==> config.mk <==
export PLATFORM = sky130hd
export DESIGN_NAME = md2_hash_engine_core_flat
export DESIGN_NICKNAME = d
export VERILOG_FILES = /design/src/rtl/md2_pkg.sv /design/src/rtl/md2_if.sv /design/src/rtl/md2_hash_engine_core.sv /design/src/flat_wrapper.sv
export SDC_FILE = /design/constraint.sdc
export NUM_CORES = 2
export LEC_CHECK = 0
export CAP_MARGIN = 0
export CORE_MARGIN = 2
export CORE_UTILIZATION = 58
export DETAILED_ROUTE_END_ITERATION = 8
export DONT_BUFFER_PORTS = 1
export PLACE_DENSITY_LB_ADDON = 0.25
export SLEW_MARGIN = 15
export SYNTH_ARGS = -nofsm -noshare
export SYNTH_HDL_FRONTEND = slang
export SYNTH_SLANG_ARGS = --single-unit
==> constraint.sdc <==
create_clock -name clk -period 11.9 [get_ports clk]
set_input_delay 2.975 -clock clk [delete_from_list [all_inputs] [get_ports clk]]
set_output_delay 2.975 -clock clk [all_outputs]
set_load 0.05 [all_outputs]
==> src/rtl/md2_pkg.sv <==
package md2_pkg;

    localparam int BLOCK_BYTES = 16;
    localparam int WORK_BYTES  = 48;
    localparam int ROUNDS      = 18;

    typedef enum logic [2:0] {
        ST_IDLE,
        ST_PAD,
        ST_LOAD,
        ST_ROUND,
        ST_FINISH
    } md2_state_t;

    typedef enum logic [1:0] {
        BLK_MSG,
        BLK_PAD,
        BLK_CKS
    } md2_block_kind_t;

    localparam logic [7:0] PI_SBOX [256] = '{
        8'd41,  8'd46,  8'd67,  8'd201, 8'd162, 8'd216, 8'd124, 8'd1,
        8'd61,  8'd54,  8'd84,  8'd161, 8'd236, 8'd240, 8'd6,   8'd19,
        8'd98,  8'd167, 8'd5,   8'd243, 8'd192, 8'd199, 8'd115, 8'd140,
        8'd152, 8'd147, 8'd43,  8'd217, 8'd188, 8'd76,  8'd130, 8'd202,
        8'd30,  8'd155, 8'd87,  8'd60,  8'd253, 8'd212, 8'd224, 8'd22,
        8'd103, 8'd66,  8'd111, 8'd24,  8'd138, 8'd23,  8'd229, 8'd18,
        8'd190, 8'd78,  8'd196, 8'd214, 8'd218, 8'd158, 8'd222, 8'd73,
        8'd160, 8'd251, 8'd245, 8'd142, 8'd187, 8'd47,  8'd238, 8'd122,
        8'd169, 8'd104, 8'd121, 8'd145, 8'd21,  8'd178, 8'd7,   8'd63,
        8'd148, 8'd194, 8'd16,  8'd137, 8'd11,  8'd34,  8'd95,  8'd33,
        8'd128, 8'd127, 8'd93,  8'd154, 8'd90,  8'd144, 8'd50,  8'd39,
        8'd53,  8'd62,  8'd204, 8'd231, 8'd191, 8'd247, 8'd151, 8'd3,
        8'd255, 8'd25,  8'd48,  8'd179, 8'd72,  8'd165, 8'd181, 8'd209,
        8'd215, 8'd94,  8'd146, 8'd42,  8'd172, 8'd86,  8'd170, 8'd198,
        8'd79,  8'd184, 8'd56,  8'd210, 8'd150, 8'd164, 8'd125, 8'd182,
        8'd118, 8'd252, 8'd107, 8'd226, 8'd156, 8'd116, 8'd4,   8'd241,
        8'd69,  8'd157, 8'd112, 8'd89,  8'd100, 8'd113, 8'd135, 8'd32,
        8'd134, 8'd91,  8'd207, 8'd101, 8'd230, 8'd45,  8'd168, 8'd2,
        8'd27,  8'd96,  8'd37,  8'd173, 8'd174, 8'd176, 8'd185, 8'd246,
        8'd28,  8'd70,  8'd97,  8'd105, 8'd52,  8'd64,  8'd126, 8'd15,
        8'd85,  8'd71,  8'd163, 8'd35,  8'd221, 8'd81,  8'd175, 8'd58,
        8'd195, 8'd92,  8'd249, 8'd206, 8'd186, 8'd197, 8'd234, 8'd38,
        8'd44,  8'd83,  8'd13,  8'd110, 8'd133, 8'd40,  8'd132, 8'd9,
        8'd211, 8'd223, 8'd205, 8'd244, 8'd65,  8'd129, 8'd77,  8'd82,
        8'd106, 8'd220, 8'd55,  8'd200, 8'd108, 8'd193, 8'd171, 8'd250,
        8'd36,  8'd225, 8'd123, 8'd8,   8'd12,  8'd189, 8'd177, 8'd74,
        8'd120, 8'd136, 8'd149, 8'd139, 8'd227, 8'd99,  8'd232, 8'd109,
        8'd233, 8'd203, 8'd213, 8'd254, 8'd59,  8'd0,   8'd29,  8'd57,
        8'd242, 8'd239, 8'd183, 8'd14,  8'd102, 8'd88,  8'd208, 8'd228,
        8'd166, 8'd119, 8'd114, 8'd248, 8'd235, 8'd117, 8'd75,  8'd10,
        8'd49,  8'd68,  8'd80,  8'd180, 8'd143, 8'd237, 8'd31,  8'd26,
        8'd219, 8'd153, 8'd141, 8'd51,  8'd159, 8'd17,  8'd131, 8'd20
    };

endpackage

==> src/rtl/md2_if.sv <==
interface md2_in_if;
    logic       valid;
    logic       ready;
    logic [7:0] data_byte;
    logic       has_byte;
    logic       end_of_message;

    modport source (output valid, output data_byte, output has_byte,
                    output end_of_message, input ready);
    modport sink   (input valid, input data_byte, input has_byte,
                    input end_of_message, output ready);
endinterface

interface md2_out_if;
    logic        valid;
    logic        ready;
    logic [63:0] digest_high;
    logic [63:0] digest_low;

    modport source (output valid, output digest_high, output digest_low, input ready);
    modport sink   (input valid, input digest_high, input digest_low, output ready);
endinterface

==> src/rtl/md2_hash_engine_core.sv <==
// MD2 digest engine, byte-serial.
// msg_in (sink): one beat carries an optional message byte (has_byte) and an
// optional end_of_message mark; ready is high only while the engine waits for
// input. digest_out (source): one beat per message, the 16-byte digest split
// into digest_high (bytes 0..7) and digest_low (bytes 8..15), byte 0 on top.
// Every sixteenth byte starts a block transform: a load step (ST_LOAD), 18
// rounds of 48 S-box steps through the 48-byte work shift register, and a
// write-back step (ST_FINISH). The checksum update runs in the first 16
// S-box steps of the first round. End of message appends 1 to 16 padding
// bytes, then runs the padding block transform and the checksum block
// transform before the digest beat appears.
// The digest sits in an output register, so a stalled receiver does not hold
// up the next message; only a second digest waits in write-back until the
// first is taken. Reset clears hash state, checksum and byte count.
module md2_hash_engine_core
    import md2_pkg::*;
(
    input  logic          clk,
    input  logic          rst_n,
    md2_in_if.sink        msg_in,
    md2_out_if.source     digest_out
);

    md2_state_t      state_reg, state_next;
    md2_block_kind_t kind_reg;

    logic [7:0] hash_reg [BLOCK_BYTES];
    logic [7:0] cks_reg  [BLOCK_BYTES];
    logic [7:0] blk_reg  [BLOCK_BYTES];
    logic [7:0] work_reg [WORK_BYTES];

    logic [3:0] cnt_reg;
    logic [7:0] pad_reg;
    logic       fin_reg;
    logic [7:0] t_reg;
    logic [7:0] ct_reg;
    logic [5:0] step_reg;
    logic [4:0] round_reg;

    logic        out_valid_reg;
    logic [63:0] out_high_reg;
    logic [63:0] out_low_reg;

    logic        accept;
    logic        block_full;
    logic [3:0]  cnt_inc;
    logic [7:0]  work_new;
    logic [7:0]  cks_new;
    logic        round_end;
    logic        last_step;
    logic        cks_step;
    logic        out_free;
    logic [63:0] dig_high;
    logic [63:0] dig_low;

    assign msg_in.ready           = (state_reg == ST_IDLE);
    assign digest_out.valid       = out_valid_reg;
    assign digest_out.digest_high = out_high_reg;
    assign digest_out.digest_low  = out_low_reg;

    assign accept     = msg_in.valid && msg_in.ready;
    assign block_full = msg_in.has_byte && (cnt_reg == 4'd15);
    assign cnt_inc    = msg_in.has_byte ? cnt_reg + 4'd1 : cnt_reg;
    assign work_new   = work_reg[0] ^ PI_SBOX[t_reg];
    assign cks_new    = cks_reg[0] ^ PI_SBOX[blk_reg[0] ^ ct_reg];
    assign round_end  = (step_reg == 6'(WORK_BYTES - 1));
    assign last_step  = round_end && (round_reg == 5'(ROUNDS - 1));
    assign cks_step   = (round_reg == 5'd0) && (step_reg < 6'(BLOCK_BYTES));
    assign out_free   = !out_valid_reg || digest_out.ready;

    // After the last round the work register is back in its original order.
    always_comb
    begin
        for (int k = 0; k < 8; k++)
        begin
            dig_high[63 - 8 * k -: 8] = work_reg[k];
            dig_low[63 - 8 * k -: 8]  = work_reg[8 + k];
        end
    end

    always_ff @(posedge clk or negedge rst_n)
    begin
        if (!rst_n)
        begin
            state_reg <= ST_IDLE;
        end
        else
        begin
            state_reg <= state_next;
        end
    end

    always_comb
    begin
        state_next = state_reg;
        case (state_reg)
            ST_IDLE:
            begin
                if (accept)
                begin
                    if (block_full)
                    begin
                        state_next = ST_LOAD;
                    end
                    else if (msg_in.end_of_message)
                    begin
                        state_next = ST_PAD;
                    end
                end
            end
            ST_PAD:
            begin
                if (cnt_reg == 4'd15)
                begin
                    state_next = ST_LOAD;
                end
            end
            ST_LOAD:
            begin
                state_next = ST_ROUND;
            end
            ST_ROUND:
            begin
                if (last_step)
                begin
                    state_next = ST_FINISH;
                end
            end
            ST_FINISH:
            begin
                case (kind_reg)
                    BLK_MSG: state_next = fin_reg ? ST_PAD : ST_IDLE;
                    BLK_PAD: state_next = ST_LOAD;
                    BLK_CKS: state_next = out_free ? ST_IDLE : ST_FINISH;
                    default: state_next = ST_IDLE;
                endcase
            end
            default:
            begin
                state_next = ST_IDLE;
            end
        endcase
    end

    // Control and hash state.
    always_ff @(posedge clk or negedge rst_n)
    begin
        if (!rst_n)
        begin
            for (int k = 0; k < BLOCK_BYTES; k++)
            begin
                hash_reg[k] <= 8'd0;
                cks_reg[k]  <= 8'd0;
            end
            cnt_reg       <= 4'd0;
            fin_reg       <= 1'b0;
            kind_reg      <= BLK_MSG;
            out_valid_reg <= 1'b0;
        end
        else
        begin
            if (state_reg == ST_FINISH && kind_reg == BLK_CKS && out_free)
            begin
                out_valid_reg <= 1'b1;
            end
            else if (digest_out.ready)
            begin
                out_valid_reg <= 1'b0;
            end
            case (state_reg)
                ST_IDLE:
                begin
                    if (accept)
                    begin
                        cnt_reg  <= cnt_inc;
                        fin_reg  <= msg_in.end_of_message;
                        kind_reg <= block_full ? BLK_MSG : BLK_PAD;
                    end
                end
                ST_PAD:
                begin
                    cnt_reg  <= cnt_reg + 4'd1;
                    kind_reg <= BLK_PAD;
                end
                ST_ROUND:
                begin
                    if (cks_step)
                    begin
                        for (int k = 0; k < BLOCK_BYTES - 1; k++)
                        begin
                            cks_reg[k] <= cks_reg[k + 1];
                        end
                        cks_reg[BLOCK_BYTES - 1] <= cks_new;
                    end
                end
                ST_FINISH:
                begin
                    if (kind_reg == BLK_CKS)
                    begin
                        if (out_free)
                        begin
                            for (int k = 0; k < BLOCK_BYTES; k++)
                            begin
                                hash_reg[k] <= 8'd0;
                                cks_reg[k]  <= 8'd0;
                            end
                            cnt_reg  <= 4'd0;
                            fin_reg  <= 1'b0;
                            kind_reg <= BLK_MSG;
                        end
                    end
                    else
                    begin
                        for (int k = 0; k < BLOCK_BYTES; k++)
                        begin
                            hash_reg[k] <= work_reg[k];
                        end
                        if (kind_reg == BLK_PAD)
                        begin
                            kind_reg <= BLK_CKS;
                        end
                    end
                end
                default:
                begin
                end
            endcase
        end
    end

    // Datapath shift registers and counters.
    always_ff @(posedge clk)
    begin
        case (state_reg)
            ST_IDLE:
            begin
                if (accept)
                begin
                    if (msg_in.has_byte)
                    begin
                        for (int k = 0; k < BLOCK_BYTES - 1; k++)
                        begin
                            blk_reg[k] <= blk_reg[k + 1];
                        end
                        blk_reg[BLOCK_BYTES - 1] <= msg_in.data_byte;
                    end
                    pad_reg <= 8'(5'd16 - {1'b0, cnt_inc});
                end
            end
            ST_PAD:
            begin
                for (int k = 0; k < BLOCK_BYTES - 1; k++)
                begin
                    blk_reg[k] <= blk_reg[k + 1];
                end
                blk_reg[BLOCK_BYTES - 1] <= pad_reg;
            end
            ST_LOAD:
            begin
                for (int k = 0; k < BLOCK_BYTES; k++)
                begin
                    work_reg[k]                   <= hash_reg[k];
                    work_reg[BLOCK_BYTES + k]     <= blk_reg[k];
                    work_reg[2 * BLOCK_BYTES + k] <= hash_reg[k] ^ blk_reg[k];
                end
                t_reg     <= 8'd0;
                ct_reg    <= cks_reg[BLOCK_BYTES - 1];
                step_reg  <= 6'd0;
                round_reg <= 5'd0;
            end
            ST_ROUND:
            begin
                for (int k = 0; k < WORK_BYTES - 1; k++)
                begin
                    work_reg[k] <= work_reg[k + 1];
                end
                work_reg[WORK_BYTES - 1] <= work_new;
                if (round_end)
                begin
                    t_reg     <= work_new + 8'(round_reg);
                    step_reg  <= 6'd0;
                    round_reg <= round_reg + 5'd1;
                end
                else
                begin
                    t_reg    <= work_new;
                    step_reg <= step_reg + 6'd1;
                end
                if (cks_step)
                begin
                    // The message block rotates past the checksum step once.
                    for (int k = 0; k < BLOCK_BYTES - 1; k++)
                    begin
                        blk_reg[k] <= blk_reg[k + 1];
                    end
                    blk_reg[BLOCK_BYTES - 1] <= blk_reg[0];
                    ct_reg <= cks_new;
                end
            end
            ST_FINISH:
            begin
                if (kind_reg == BLK_MSG)
                begin
                    pad_reg <= 8'd16;
                end
                else if (kind_reg == BLK_PAD)
                begin
                    for (int k = 0; k < BLOCK_BYTES; k++)
                    begin
                        blk_reg[k] <= cks_reg[k];
                    end
                end
                else if (kind_reg == BLK_CKS && out_free)
                begin
                    out_high_reg <= dig_high;
                    out_low_reg  <= dig_low;
                end
            end
            default:
            begin
            end
        endcase
    end

endmodule
==> src/flat_wrapper.sv <==
// flat-port wrapper written by rule: the top's interface ports become plain ports
module md2_hash_engine_core_flat import md2_pkg::*;
  (clk, rst_n, msg_in_valid, msg_in_data_byte, msg_in_has_byte, msg_in_end_of_message, msg_in_ready, digest_out_valid, digest_out_digest_high, digest_out_digest_low, digest_out_ready);
  md2_in_if msg_in_i ();
  md2_out_if digest_out_i ();
  input  logic clk;
  input  logic rst_n;
  input wire logic [$bits(msg_in_i.valid)-1:0] msg_in_valid;
  input wire logic [$bits(msg_in_i.data_byte)-1:0] msg_in_data_byte;
  input wire logic [$bits(msg_in_i.has_byte)-1:0] msg_in_has_byte;
  input wire logic [$bits(msg_in_i.end_of_message)-1:0] msg_in_end_of_message;
  output wire logic [$bits(msg_in_i.ready)-1:0] msg_in_ready;
  output wire logic [$bits(digest_out_i.valid)-1:0] digest_out_valid;
  output wire logic [$bits(digest_out_i.digest_high)-1:0] digest_out_digest_high;
  output wire logic [$bits(digest_out_i.digest_low)-1:0] digest_out_digest_low;
  input wire logic [$bits(digest_out_i.ready)-1:0] digest_out_ready;
  assign msg_in_i.valid = msg_in_valid;
  assign msg_in_i.data_byte = msg_in_data_byte;
  assign msg_in_i.has_byte = msg_in_has_byte;
  assign msg_in_i.end_of_message = msg_in_end_of_message;
  assign msg_in_ready = msg_in_i.ready;
  assign digest_out_valid = digest_out_i.valid;
  assign digest_out_digest_high = digest_out_i.digest_high;
  assign digest_out_digest_low = digest_out_i.digest_low;
  assign digest_out_i.ready = digest_out_ready;
  md2_hash_engine_core u_core (.clk(clk), .rst_n(rst_n), .msg_in(msg_in_i), .digest_out(digest_out_i));
endmodule
# == Word-level counts from Yosys, hierarchy flattened ==
# Memories as Yosys holds them, arrays and structs flattened.
# Index checks and enable logic that the tools add are counted.
# word_totals
regBits,430
wordCells,382
romBits,4096
mem_count,4
ramBits,512
output_inout_bits,130
# mem_list
name,words,width,rd,rd_clocked_by_memory_dff,write_ports,line,text
(no name shown),256,8,1,0,0,md2_hash_engine_core.sv:64,assign work_new = work_reg[0] ^ PI_SBOX[t_reg];
(no name shown),256,8,1,0,0,md2_hash_engine_core.sv:65,assign cks_new = cks_reg[0] ^ PI_SBOX[blk_reg[0] ^ ct_reg];
u_core.work_reg,48,8,48,0,48,md2_hash_engine_core.sv:30,logic [7:0] work_reg [WORK_BYTES];
u_core.blk_reg,16,8,16,0,16,md2_hash_engine_core.sv:29,logic [7:0] blk_reg [BLOCK_BYTES];
# classes
addsub,5
magnitude_cmp,3
mux,159
eq_ne,21
reduce_logical,27
bitwise_logic,119
# op_table
operator,n
2-to-1 mux 8 bit,104
2-to-1 mux 128 bit,4
one-hot mux 128 bit (2 select lines),1
bitwise XOR 8 bit,19
OR 1 bit,96
one-hot mux 8 bit (2 select lines),3
2-to-1 mux 1 bit,24
AND reduction 4 bit,6
greater-or-equal comparator 9 bit (second input constant),2
2-to-1 mux 3 bit,6
NOT 8 -> 9 bit,2
2-to-1 mux 4 bit,4
one-hot mux 3 bit (5 select lines),1
!= test 2 x 1 -> 1 bit (second input constant),6
one-hot mux 4 bit (3 select lines),1
one-hot mux 6 bit (2 select lines),1
one-hot mux 5 bit (2 select lines),1
one-hot mux 3 bit (3 select lines),1
adder 8 x 5 -> 8 bit,1
2-to-1 mux 2 bit,4
nonzero test 2 bit,4
logical AND 1 bit,7
adder 6 x 1 -> 6 bit (second input constant),1
equality test 3 x 2 -> 1 bit (second input constant),2
27 further kinds,33

# == Depth between registers and ports, before layout ==
# An unclocked memory read counts as a cell.
# depth
ltp_word,9
mapped_depth,22
mapped_depth_nobuf,18

# == Worst setup path after synthesis ==
# OpenSTA, ideal clock, no wires.
# synth_path
path_type,in2reg
from,input port digest_out_ready
to,register u_core.out_high_reg[0] (netlist: u_core.digest_out.digest_high[0]) (read register of u_core.work_reg) (enable)
n_path_buf,0
setup_time_ns,0.798
required_ns,11.102
setup_slack_ns,-1.405
t_arrival_ns,12.507
cell_stages,3
path_cell_list,nand2b_1 and3_1 nor3b_1
# synth_between
elab_chain_cells,3
# synth_lines
item,line,text
"start, declared",flat_wrapper.sv:16,input wire logic [$bits(digest_out_i.ready)-1:0] digest_out_ready;
logical OR 1 bit,md2_hash_engine_core.sv:69,assign out_free = !out_valid_reg || digest_out.ready;
logical AND 1 bit,md2_hash_engine_core.sv:313,else if (kind_reg == BLK_CKS && out_free)
AND reduction 4 bit (no line),--,
"end, declared",md2_hash_engine_core.sv:41,logic [63:0] out_high_reg;
# Every way passes these cells.
# A chain may end at the register's enable or synchronous reset.

# == Worst setup path after layout ==
# layout_path
from,register u_core.t_reg[1]
to,"register u_core.t_reg[5], data pin"
# layout_between
elab_chain_cells,8
# layout_lines
item,line,text
"start, declared",md2_hash_engine_core.sv:35,logic [7:0] t_reg;
"start signal, assigned",md2_hash_engine_core.sv:280,t_reg <= work_new + 8'(round_reg);
"start signal, assigned",md2_hash_engine_core.sv:286,t_reg <= work_new;
NOT 8 -> 9 bit (implied by the code) (*),md2_hash_engine_core.sv:64,
memory read (256 x 8 bit) (*),--,
2-to-1 mux 8 bit (implied by the code) (*) (2 in a row),md2_hash_engine_core.sv:64,
bitwise XOR 8 bit (*),md2_hash_engine_core.sv:64,
adder 8 x 5 -> 8 bit,md2_hash_engine_core.sv:280,
2-to-1 mux 8 bit (*),md2_hash_engine_core.sv:278,if (round_end)
one-hot mux 8 bit (2 select lines) (*),md2_hash_engine_core.sv:234,case (state_reg)
# Every way passes the cells marked *; elsewhere a longest branch is shown, timed or not. The select of a mux whose other input is x is not followed.

==> reports/metrics.yaml <==
start_util_pct: 58.7
dp_hpwl_um: 77700
wl_per_cell_um: 26.3
drt.antenna.violating_nets: 0
clk_pin_slew_ps: 60
port_buffers: 0
synth_seq_cells: 939
synth_edf_count: 672
maxSlewViolCount: 0
ys_seq_area_share_pct: 60.0
worstSetupEndpoint: "u_core.t_reg[5]$_SDFFCE_PN0P_"
ctsResizeCount: 0
period_share_pct: 49.2
drc_errors: 0
clock_path_buffers: 3
worstSetupEndpointType: "flip-flop"
critical_path.startpoint: "u_core.t_reg[1]$_SDFFCE_PN0P_"
worstHoldPathType: "flip-flop to flip-flop"
finalCriticalPeriod_ps: 5850
r2r.worst_path.cells: 18
status: "complete, no violations"
drive_gt1_share_pct: 11.5
tritoncts: "done"
routed_wl_um: 128000
cts_root_buf: "clkbuf_16"
r2r_end: "u_core.t_reg[5]$_SDFFCE_PN0P_"
largest_reg_flops: 384
syn_area_um2: 44800
crit_path_max_fanout: 33
gr-usage-all-layers_pct: 32.1
path_class: "flip-flop to flip-flop"
reg2reg_slack_ps: 6050
syn2layout_area_growth_pct: 8.66
synth_area_leader_cell: "edfxtp_1"
holdBufCountCts: 0
reg2reg_from: "u_core.t_reg[1]$_SDFFCE_PN0P_"
core_area_um2: 76200
h-tree-depth: 3
fp.dieH_um: 282
fmax_mhz: 171
avgSynthCellArea_um2: 11.5
worst_slew_pin_slew_ps: 1240
clkLatencyLatePin_ps: 660
setup_violations: 0
dieArea_um2: 79400
max-cap-violations: 0
critPathRequiredTime_ps: 12280
relSlewSlack_pct: 17.2
synth_fp_nets: 3964
die_w_um: 282
cp-start-kind: "flip-flop"
postCtsSetupBuffers: 0
num-fill-cells: 5747
finalHoldViolations: 0
firstDrtPassIters: 6
ys_types: 91
synth-main-ff-cell: "edfxtp_1"
core.rowCount: 101
arrival_ps: 6230
multi_input_area_um2: 16600
antenna_found_initial: 4
synth_top_area_share_pct: 45.1
numCtsBuffers: 96
overflow: 0
via_per_inst: 6.57
synthCells: 3908
regArea_um2: 26900
gp_congestion: 0.982
ys_warn_count: 0
grt_max_degree: 268
grt_pass1_wl_um: 193000
cts.sinks: 939
rsz0062_at_grt: "no"
pin_count: 144
nets: 3805
async_flop_share_pct: 28.4
skew_ps: 31.8
grt_pass1_vias: 30000
synth_area_leaders: "edfxtp_1 (45%), dfrtp_1 (15%), nand2_1 (7.9%)"
drtIter0Drc: 4870
fin_setup_tns_ps: 0
vias: 32000
cells by family after synthesis:
kind of cell / count (synthesis) / synth area share [%]
DFF: 939 / 60.0
and+or+nand+nor: 1318 / 12.4
AOI/OAI and AO/OA: 892 / 14.2
muxes: 198 / 5.30
buffers and inverters: 341 / 3.29
xor gates and xnor gates: 178 / 3.63
adders and majority gates: 42 / 1.19
worst max-delay path, cell delays in order, from the launching register on:
cell and delay, ps:
edfxtp_1 320, buf_4 330, inv_1 250, ha_1 960
nand2b_1 390, a21oi_1 230, a31oi_1 50, mux4_2 480
mux4_2 470, xor2_1 410, inv_1 170, ha_1 320
a21o_1 170, a21oi_1 210, nor2b_1 80, o21a_1 160
o21ai_0 320, xnor2_1 170, nor2_1 50
synthesized netlist by cell type, drive strengths merged (10+ instances only):
| master | instances |
|---|---|
| edfxtp | 672 |
| dfrtp | 267 |
| nand3 | 55 |
| a22o | 251 |
| nor2 | 118 |
| nor4 | 12 |
| nor3b | 13 |
| a211oi | 32 |
| nor2b | 29 |
| o221ai | 12 |
| nand4 | 13 |
| o311ai | 24 |
| a311oi | 26 |
| nand2 | 938 |
| nor3 | 47 |
| xor2 | 32 |
| mux2 | 163 |
| a21o | 10 |
| nand2b | 29 |
| mux2i | 20 |
| and2 | 12 |
| ha | 41 |
| o31ai | 11 |
| or3 | 13 |
| o21ai | 255 |
| o211ai | 28 |
| o22ai | 13 |
| mux4 | 15 |
| and3 | 14 |
| xnor2 | 146 |
| inv | 29 |
| clkbuf | 214 |
| a221oi | 17 |
| a2111oi | 10 |
| a21oi | 83 |
| buf | 98 |
| a31oi | 39 |
per-layer routing:
metal,part of all wire [%],wire length [um],vias to the layer above,GRT usage (%)
li1,-,-,14000,-
met1,43,54600,15900,47.9
met2,45,57300,1722,47.4
met3,9.0,11500,309,6.02
met4,3.4,4360,0,11.2
met5,0,0,-,0
area by class of cell:
type / count / area share [%]
diodes: 3 / 0.0154
clock inverters: 57 / 1.38
well taps: 1030 / 2.65
repair buffers: 55 / 0.900
inverters: 29 / 0.239
flip-flops and latches: 939 / 55.2
clock buffers: 124 / 5.45
multi-input cells: 2628 / 34.1
worst min-delay path by stage:
stage | to | startpoint | cells after the start | slack (ps)
after detailed placement | u_core.digest_out.digest_low[50]$_DFFE_PP_ | u_core.work_reg[9][2]$_DFFE_PP_ | 0 | 460
after global routing | u_core.digest_out.digest_low[6]$_DFFE_PP_ | u_core.work_reg[15][6]$_DFFE_PP_ | 0 | 490
after global placement | u_core.digest_out.digest_low[49]$_DFFE_PP_ | u_core.work_reg[9][1]$_DFFE_PP_ | 0 | 470
after CTS | u_core.digest_out.digest_low[6]$_DFFE_PP_ | u_core.work_reg[15][6]$_DFFE_PP_ | 0 | 480
after floorplan | u_core.digest_out.digest_low[0]$_DFFE_PP_ | u_core.work_reg[15][0]$_DFFE_PP_ | 0 | 450
final | u_core.digest_out.digest_high[18]$_DFFE_PP_ | u_core.work_reg[5][2]$_DFFE_PP_ | 0 | 480
stage by stage:
stage | hold WS (ps) | std cells | utilization, % | area [um^2] | setup slack [ps]
after floorplan | 447 | 3908 | - | 44800 | 1510
after global placement | 467 | 4681 | 59.5 | 45300 | 6180
after detailed placement | 462 | 4681 | 59.5 | 45300 | 6140
after CTS | 476 | 4862 | 63.8 | 48600 | 6130
after global routing | 494 | 4865 | 63.8 | 48600 | 5720
final | 484 | 4865 | 63.8 | 48600 | 6050
placed cells by master (no fill, tap or decap), types with 13 or more instances in the layout:
cell and count:
a22o_1 251, or3_1 13, edfxtp_1 672, nor2b_1 29, mux2i_1 20, clkbuf_1 15
mux4_2 15, clkbuf_16 97, inv_1 24, o22ai_1 13, mux2_2 162, buf_4 53
ha_1 41, clkinv_2 22, a211oi_1 32, bufinv_16 13, nor3_1 45, o211ai_1 27
nand3_1 55, nand4_1 13, a311oi_1 26, a221oi_1 17, o21ai_0 226, a31oi_1 37
nand2_1 934, a21oi_1 82, and3_1 13, xnor2_1 140, nor2_1 114, o21ai_1 29
dfrtp_1 267, xor2_1 24, nand2b_1 28
Power is left out: the tool's default activity adds up to more than one toggle a clock period on the data nets, which glitch-free logic cannot reach.
